[src/sv/lpe_pkg.sv]
package lpe_pkg;

  // Number format and field widths
  localparam int FRAC_BITS  = 16;
  localparam int MAX_DEGREE = 63;
  localparam int DEG_W      = 6;
  localparam int X_W        = 32;
  localparam int VAL_W      = 48;

  // Step counter k runs 2..degree+1
  localparam int K_W        = DEG_W + 1;
  // Signed ((2k-1) << FRAC_BITS) - x, and its magnitude
  localparam int COEF_W     = X_W + 2;
  localparam int CMAG_W     = 32;
  // Shared multiplier: value magnitude times one digit
  localparam int DIG_W      = 16;
  localparam int PROD_W     = VAL_W + DIG_W;
  // Numerator at 2*FRAC_BITS fraction bits, with sign
  localparam int ACC_W      = 84;
  // Numerator magnitude with FRAC_BITS dropped, divided by k
  localparam int DVD_W      = 66;
  localparam int REM_W      = K_W;
  localparam int DIV_STEPS  = DVD_W / 2;
  localparam int DCNT_W     = $clog2(DIV_STEPS);

  localparam logic [DEG_W+1:0] MAX_DEG_LIM = (DEG_W + 2)'(MAX_DEGREE);

  localparam logic signed [VAL_W-1:0] ONE_FX  = VAL_W'(1) << FRAC_BITS;
  localparam logic signed [VAL_W-1:0] VAL_MAX = {1'b0, {(VAL_W-1){1'b1}}};
  localparam logic signed [VAL_W-1:0] VAL_MIN = {1'b1, {(VAL_W-1){1'b0}}};

  typedef enum logic [3:0] {
    ST_IDLE,
    ST_TEST,
    ST_MUL_LO,
    ST_MUL_HI,
    ST_MUL_T,
    ST_SIGN,
    ST_SUB,
    ST_ABS,
    ST_DIV,
    ST_STEP,
    ST_FIN
  } lpe_state_t;

  typedef struct packed {
    logic load;
    logic test;
    logic mul_lo;
    logic mul_hi;
    logic mul_t;
    logic sign;
    logic sub;
    logic absval;
    logic div;
    logic step;
    logic out_load;
  } lpe_cmd_t;

  typedef struct packed {
    logic more;
    logic div_last;
  } lpe_sts_t;

endpackage

[src/sv/lpe_ctrl.sv]
module lpe_ctrl import lpe_pkg::*; (
  input  logic     clk,
  input  logic     rst_n,
  input  logic     in_valid,
  output logic     in_ready,
  output logic     out_valid,
  input  logic     out_ready,
  input  lpe_sts_t sts,
  output lpe_cmd_t cmd
);

  lpe_state_t state_r, state_nxt;
  logic       out_valid_r, out_valid_nxt;
  logic       slot_free;

  assign slot_free = !out_valid_r || out_ready;

  always_ff @(posedge clk) begin
    if (!rst_n) begin
      state_r     <= ST_IDLE;
      out_valid_r <= 1'b0;
    end else begin
      state_r     <= state_nxt;
      out_valid_r <= out_valid_nxt;
    end
  end

  always_comb begin
    state_nxt = state_r;
    unique case (state_r)
      ST_IDLE:   if (in_valid) state_nxt = ST_TEST;
      ST_TEST:   state_nxt = sts.more ? ST_MUL_LO : ST_FIN;
      ST_MUL_LO: state_nxt = ST_MUL_HI;
      ST_MUL_HI: state_nxt = ST_MUL_T;
      ST_MUL_T:  state_nxt = ST_SIGN;
      ST_SIGN:   state_nxt = ST_SUB;
      ST_SUB:    state_nxt = ST_ABS;
      ST_ABS:    state_nxt = ST_DIV;
      ST_DIV:    if (sts.div_last) state_nxt = ST_STEP;
      ST_STEP:   state_nxt = ST_TEST;
      ST_FIN:    if (slot_free) state_nxt = ST_IDLE;
      default:   state_nxt = ST_IDLE;
    endcase
  end

  always_comb begin
    cmd      = '0;
    in_ready = 1'b0;
    unique case (state_r)
      ST_IDLE: begin
        in_ready = 1'b1;
        cmd.load = in_valid;
      end
      ST_TEST:   cmd.test   = 1'b1;
      ST_MUL_LO: cmd.mul_lo = 1'b1;
      ST_MUL_HI: cmd.mul_hi = 1'b1;
      ST_MUL_T:  cmd.mul_t  = 1'b1;
      ST_SIGN:   cmd.sign   = 1'b1;
      ST_SUB:    cmd.sub    = 1'b1;
      ST_ABS:    cmd.absval = 1'b1;
      ST_DIV:    cmd.div    = 1'b1;
      ST_STEP:   cmd.step   = 1'b1;
      ST_FIN:    cmd.out_load = slot_free;
      default: begin
        cmd      = '0;
        in_ready = 1'b0;
      end
    endcase
  end

  always_comb begin
    if (cmd.out_load) begin
      out_valid_nxt = 1'b1;
    end else if (out_ready) begin
      out_valid_nxt = 1'b0;
    end else begin
      out_valid_nxt = out_valid_r;
    end
  end

  assign out_valid = out_valid_r;

endmodule

[src/sv/lpe_dpath.sv]
module lpe_dpath import lpe_pkg::*; (
  input  logic                    clk,
  input  lpe_cmd_t                cmd,
  output lpe_sts_t                sts,
  input  logic [DEG_W-1:0]        in_degree,
  input  logic signed [X_W-1:0]   in_x_point,
  output logic signed [VAL_W-1:0] out_poly_value,
  output logic                    out_overflowed
);

  logic signed [X_W-1:0]   x_r;
  logic [DEG_W-1:0]        deg_r;
  logic [K_W-1:0]          k_r;
  logic signed [VAL_W-1:0] l0_r, l1_r;
  logic                    ovf_r;
  logic [CMAG_W-1:0]       cmag_r;
  logic [VAL_W-1:0]        pmag_r, p2mag_r;
  logic                    pneg_r, p2neg_r;
  logic [PROD_W-1:0]       prod_r;
  logic [ACC_W-1:0]        acc_r, q_r;
  logic [DVD_W-1:0]        dvd_r;
  logic [REM_W-1:0]        rem_r;
  logic [DCNT_W-1:0]       dcnt_r;
  logic                    nneg_r;
  logic signed [VAL_W-1:0] out_val_r;
  logic                    out_ovf_r;

  // Input capture
  logic                    deg_clip;
  logic [DEG_W-1:0]        deg_in;

  assign deg_clip = {2'b00, in_degree} > MAX_DEG_LIM;
  assign deg_in   = deg_clip ? MAX_DEG_LIM[DEG_W-1:0] : in_degree;

  // Coefficient magnitude: |((2k-1) << FRAC_BITS) - x|
  logic [K_W:0]              two_k_m1;
  logic signed [COEF_W-1:0]  c_val, x_ext, d_cx, d_xc;
  logic                      cneg;

  assign two_k_m1 = {k_r, 1'b0} - (K_W + 1)'(1);
  assign c_val    = COEF_W'({two_k_m1, {FRAC_BITS{1'b0}}});
  assign x_ext    = COEF_W'(x_r);
  assign d_cx     = c_val - x_ext;
  assign d_xc     = x_ext - c_val;
  assign cneg     = d_cx[COEF_W-1];

  // Shared multiplier, one 16-bit digit per pass
  logic [VAL_W-1:0]  mul_a;
  logic [DIG_W-1:0]  mul_b;
  logic [PROD_W-1:0] mul_p;
  logic [K_W-1:0]    k_m1;

  assign k_m1  = k_r - K_W'(1);
  assign mul_a = cmd.mul_t ? p2mag_r : pmag_r;

  always_comb begin
    mul_b = cmag_r[DIG_W-1:0];
    if (cmd.mul_hi) begin
      mul_b = cmag_r[2*DIG_W-1:DIG_W];
    end else if (cmd.mul_t) begin
      mul_b = DIG_W'(k_m1);
    end
  end

  assign mul_p = mul_a * mul_b;

  // Numerator magnitude
  logic [ACC_W-1:0] acc_mag;
  assign acc_mag = acc_r[ACC_W-1] ? (~acc_r + ACC_W'(1)) : acc_r;

  // Two restoring division steps per cycle by k
  logic [REM_W:0]   t1, t2;
  logic [REM_W-1:0] r1, r2;
  logic             b1, b2;

  always_comb begin
    t1 = {rem_r, dvd_r[DVD_W-1]};
    b1 = t1 >= {1'b0, k_r};
    r1 = b1 ? REM_W'(t1 - {1'b0, k_r}) : REM_W'(t1);
    t2 = {r1, dvd_r[DVD_W-2]};
    b2 = t2 >= {1'b0, k_r};
    r2 = b2 ? REM_W'(t2 - {1'b0, k_r}) : REM_W'(t2);
  end

  // Signed, saturated quotient
  logic                    neg_sat, pos_sat, step_sat;
  logic signed [VAL_W-1:0] step_val;

  always_comb begin
    neg_sat = (|dvd_r[DVD_W-1:VAL_W]) || (dvd_r[VAL_W-1] && (|dvd_r[VAL_W-2:0]));
    pos_sat = |dvd_r[DVD_W-1:VAL_W-1];
    if (nneg_r) begin
      step_sat = neg_sat;
      step_val = neg_sat ? VAL_MIN : -$signed(dvd_r[VAL_W-1:0]);
    end else begin
      step_sat = pos_sat;
      step_val = pos_sat ? VAL_MAX : $signed(dvd_r[VAL_W-1:0]);
    end
  end

  always_ff @(posedge clk) begin
    if (cmd.load) begin
      x_r   <= in_x_point;
      deg_r <= deg_in;
      k_r   <= K_W'(2);
      ovf_r <= 1'b0;
      l0_r  <= ONE_FX;
      l1_r  <= (deg_in == '0) ? ONE_FX : ONE_FX - VAL_W'(in_x_point);
    end
    if (cmd.test) begin
      cmag_r  <= cneg ? d_xc[CMAG_W-1:0] : d_cx[CMAG_W-1:0];
      pneg_r  <= cneg ^ l1_r[VAL_W-1];
      p2neg_r <= l0_r[VAL_W-1];
      pmag_r  <= l1_r[VAL_W-1] ? VAL_W'(-l1_r) : VAL_W'(l1_r);
      p2mag_r <= l0_r[VAL_W-1] ? VAL_W'(-l0_r) : VAL_W'(l0_r);
    end
    if (cmd.mul_lo || cmd.mul_hi || cmd.mul_t) begin
      prod_r <= mul_p;
    end
    if (cmd.mul_hi) begin
      acc_r <= ACC_W'(prod_r);
    end
    if (cmd.mul_t) begin
      acc_r <= acc_r + ACC_W'({prod_r, {DIG_W{1'b0}}});
    end
    if (cmd.sign) begin
      acc_r <= pneg_r ? (~acc_r + ACC_W'(1)) : acc_r;
      q_r   <= p2neg_r ? (~ACC_W'({prod_r, {FRAC_BITS{1'b0}}}) + ACC_W'(1))
                       : ACC_W'({prod_r, {FRAC_BITS{1'b0}}});
    end
    if (cmd.sub) begin
      acc_r <= acc_r - q_r;
    end
    if (cmd.absval) begin
      nneg_r <= acc_r[ACC_W-1];
      dvd_r  <= acc_mag[FRAC_BITS +: DVD_W];
      rem_r  <= '0;
      dcnt_r <= '0;
    end
    if (cmd.div) begin
      dvd_r  <= {dvd_r[DVD_W-3:0], b1, b2};
      rem_r  <= r2;
      dcnt_r <= dcnt_r + DCNT_W'(1);
    end
    if (cmd.step) begin
      l0_r  <= l1_r;
      l1_r  <= step_val;
      ovf_r <= ovf_r | step_sat;
      k_r   <= k_r + K_W'(1);
    end
    if (cmd.out_load) begin
      out_val_r <= l1_r;
      out_ovf_r <= ovf_r;
    end
  end

  assign sts.more     = k_r <= {1'b0, deg_r};
  assign sts.div_last = dcnt_r == DCNT_W'(DIV_STEPS - 1);

  assign out_poly_value = out_val_r;
  assign out_overflowed = out_ovf_r;

endmodule

[src/sv/laguerre_polynomial_eval.sv]
// Laguerre polynomial evaluator. Each input word gives a degree n (clipped to
// MAX_DEGREE) and a point x in signed fixed point with 16 fraction bits; the
// result word gives L_n(x) in the same format, saturated to 48 bits, with an
// overflow flag that is set when any step of the recurrence saturated. The
// block works on one word at a time: the recurrence
// L_k = ((2k-1-x)L_{k-1} - (k-1)L_{k-2}) / k runs once per k from 2 to n, and
// each step passes through TEST, MUL_LO, MUL_HI, MUL_T, SIGN, SUB and ABS on
// the shared 48x16 multiplier and the numerator, then DIV in a radix-4
// restoring divider by k, and STEP to saturate and advance. A finished result
// waits in the output register, so a new word is taken in while the previous
// result is still unclaimed; the next result holds in the block until that
// register is free.
module laguerre_polynomial_eval import lpe_pkg::*; (
  input  logic                    clk,
  input  logic                    rst_n,
  input  logic                    in_valid,
  output logic                    in_ready,
  input  logic [DEG_W-1:0]        in_degree,
  input  logic signed [X_W-1:0]   in_x_point,
  output logic                    out_valid,
  input  logic                    out_ready,
  output logic signed [VAL_W-1:0] out_poly_value,
  output logic                    out_overflowed
);

  lpe_cmd_t cmd;
  lpe_sts_t sts;

  // Sequencer: accept, step through the recurrence, hand off the result
  lpe_ctrl u_ctrl (
    .clk       (clk),
    .rst_n     (rst_n),
    .in_valid  (in_valid),
    .in_ready  (in_ready),
    .out_valid (out_valid),
    .out_ready (out_ready),
    .sts       (sts),
    .cmd       (cmd)
  );

  // Arithmetic, recurrence state and the output register
  lpe_dpath u_dpath (
    .clk            (clk),
    .cmd            (cmd),
    .sts            (sts),
    .in_degree      (in_degree),
    .in_x_point     (in_x_point),
    .out_poly_value (out_poly_value),
    .out_overflowed (out_overflowed)
  );

endmodule

[config.mk]
export PLATFORM = sky130hd
export DESIGN_NAME = laguerre_polynomial_eval
export DESIGN_NICKNAME = d
export VERILOG_FILES = /design/src/sv/lpe_pkg.sv /design/src/sv/lpe_ctrl.sv /design/src/sv/lpe_dpath.sv /design/src/sv/laguerre_polynomial_eval.sv
export SDC_FILE = /design/constraint.sdc
export NUM_CORES = 2
export LEC_CHECK = 0
export BUFFER_PORTS_ARGS = -buffer_cell sky130_fd_sc_hd__buf_2
export CORE_MARGIN = 3
export CORE_UTILIZATION = 50
export CTS_CLUSTER_SIZE = 40
export DETAILED_ROUTE_END_ITERATION = 8
export GPL_TIMING_DRIVEN = 0
export PLACE_DENSITY = 0.76
export SYNTH_ARGS = -nofsm -noshare
export SYNTH_HDL_FRONTEND = slang
export SYNTH_SLANG_ARGS = --single-unit
export TNS_END_PERCENT = 10
[constraint.sdc]
create_clock -name clk -period 17.8 [get_ports clk]
set_clock_uncertainty 0.1 [all_clocks]
set_input_delay 1.78 -clock clk [delete_from_list [all_inputs] [get_ports clk]]
set_output_delay 1.78 -clock clk [all_outputs]
set_load 0.02 [all_outputs]
==> results_dict.tcl <==
set metrics [dict create \
    status "finished clean" \
    fin_area_mm2 0.0697 \
    post_layout_nonfiller_instances 8895 \
    path_common_cell "fa_1" \
    placed_area_mm2 0.0672 \
    num_vias 56300 \
    die_area_mm2 0.133 \
    async_reset_ff_share_pct 0 \
    drive_above_1_share_pct 4.20 \
    layout_common_cells "1046 x nand2_1, 808 x inv_1, 646 x fa_1" \
    cp.required_ps 18170 \
    fp.dieW_um 364 \
    worstMarginPinSlew_ps 1410 \
    cp_max_fo 10 \
    io_buffers 92 \
    synth_edf_count 617 \
    start_util_pct 50.7 \
    core_mm2 0.127 \
    finalMaxSlewViolations 0 \
    place_hpwl_mm 205 \
    syn2layout_area_growth_pct 8.50 \
    cp-end-kind "flop" \
    cts_tree "yes" \
    cp-start-kind "flop" \
    yosysWarnings 0 \
    numCtsBuffers 71 \
    grt_max_degree 64 \
    routedWlPerCell_um 28.3 \
    hold_buffers 0 \
    routed_wl_mm 252 \
    synthesis.area_mm2 0.0642 \
    yosys.area.top_type "edfxtp_1" \
    drc 0 \
    slowest_delay_ps 1180 \
    drv_cap 0 \
    placementRows 130 \
    path_clk_slew_ps 60 \
    post-route-min-period_ps 12720 \
    synth.distinct_cells 84 \
    die_h_um 364 \
    period_share_pct 71.5 \
    routabilityCongestion 1.08 \
    synthTopCellsByArea "edfxtp_1 29%, fa_1 20%, nand2_1 6.1%" \
    min_path_type "flop to flop" \
    ys_ff_latch 622 \
    hold_viol 0 \
    hp-start "u_dpath.acc_r[83]" \
    setup_viol 0 \
    track_usage_pct 37.6 \
    design.portCount 93 \
    worstSetupPathType "flop to flop" \
    antenna_found_initial 23 \
    clkSinkCount 622 \
    crit_start "u_ctrl.state_r[1]" \
    grt_pass1_wl_mm 362 \
    placed_cells 8755 \
    cp.arrival_ps 13090 \
    drt_iter0_drc 8003 \
    cts_max_level 3 \
    gr-total-overflow 0 \
    crit_slowest_cell "mux2i_1" \
    avgSynthCellArea_um2 9.19 \
    synthFlopType "edfxtp_1" \
    synthCells 6983 \
    cts_resized 0 \
    avgViaCountPerCell 6.33 \
    drtPass1Iterations 8 \
    netlist.area_leader.share_pct 28.9 \
    clockBufferDepth 3 \
    tns_ps 0 \
    post-cts-setup-buffer-count 0 \
    syn_nets 7984 \
    grt_pass1_vias 54200 \
    relSlewSlack_pct 3.15 \
    insertion_delay_ps 670 \
    ys_seq_area_share_pct 29.0 \
    fmax_mhz 78.6 \
    rr_startpoint "u_ctrl.state_r[1]" \
    rsz0062_at_grt "false" \
    cts-root-buf "clkbuf_16" \
    final_nets 8182 \
    final_common_cell "nand2_1" \
    antenna_left 0 \
]
synth_stat cells, drive strengths merged (6+ instances only):
cell and count:
a211oi 45, a21boi 19, a21o 140, a21oi 317, a221o 7, a221oi 8
a22o 11, a22oi 38, a31oi 37, a41oi 7, and2 65, and3 33
and4 6, buf 21, clkbuf 307, edfxtp 617, fa 646, ha 313
inv 808, mux2i 64, nand2 1046, nand2b 73, nand3 64, nand3b 11
nand4 77, nor2 540, nor2b 37, nor3 116, nor3b 19, nor4 45
o211ai 40, o21a 30, o21ai 394, o21bai 31, o221ai 31, o22ai 47
o31ai 64, o41ai 41, or2 22, or3 77, or4 50, xnor2 339
xor2 210
metal layers:
metal | track usage [%] | up-vias | share of wire [%]
li1 | - | 24000 | -
met1 | 50.9 | 27700 | 39
met2 | 54.8 | 3788 | 42
met3 | 10.9 | 756 | 13
met4 | 19.8 | 14 | 6.1
met5 | 0 | - | 0.033
final cells by class:
class                      instances  area, um^2
antenna                           13        32.5
buffer                           328        1240
clock buffer                      80        1840
clock inverter                    44         557
fill                           11300       56900
inverter                         811        3040
multi-input combinational       5222       41300
sequential                       622       18600
tap                             1650        2060
timing repair buffer             125         915
critical path: cells and delay by family (launching register included):
family                     cells  cell delay (ps)
muxes                          1             1180
AOI/OAI and AO/OA              7             2880
xor gates and xnor gates       1              290
adders and majority gates      7             3510
and+or+nand+nor                5             1690
DFF                            1              310
buffers and inverters          9             2530
sequential cells by signal (all words and copies together) (netlist names), 4 cells and up:
register,cells
u_dpath.l0_r,48
u_dpath.acc_r,84
u_dpath.q_r,68
u_dpath.prod_r,64
u_dpath.cmag_r,32
u_dpath.out_poly_value,48
u_dpath.deg_r,6
u_dpath.dvd_r,66
u_dpath.p2mag_r,48
u_dpath.dcnt_r,6
u_dpath.rem_r,7
u_dpath.pmag_r,48
u_dpath.k_r,7
u_ctrl.state_r,4
u_dpath.l1_r,48
u_dpath.x_r,32
stage by stage:
step / worst slack (ps) / util (%) / hold slack (ps)
after floorplan: 3420 / - / 324
after global placement: -1810 / 52.7 / 359
after detailed placement: 5430 / 53.1 / 360
after CTS: 5360 / 55.0 / 390
after global routing: 4760 / 55.0 / 404
final: 5080 / 55.0 / 405
final timing paths:
check	slack, ps	cells past startpoint	to
max	5080	30	u_dpath.prod_r[56]
min	400	0	u_dpath.nneg_r
max reg2reg	5080	30	u_dpath.prod_r[56]
min reg2reg	400	0	u_dpath.nneg_r
cells by family after synthesis:
kind of cell | Yosys count | synth area share [%]
compound gates | 1358 | 13.4
xor+xnor | 549 | 7.49
fa+ha+maj | 959 | 26.2
buf+inv | 1139 | 6.67
flops | 622 | 29.0
mux | 66 | 1.03
simple gates | 2290 | 16.2
Power is not shown: default switching activity piles up to over one toggle a cycle in this logic, so the estimate is an artifact.
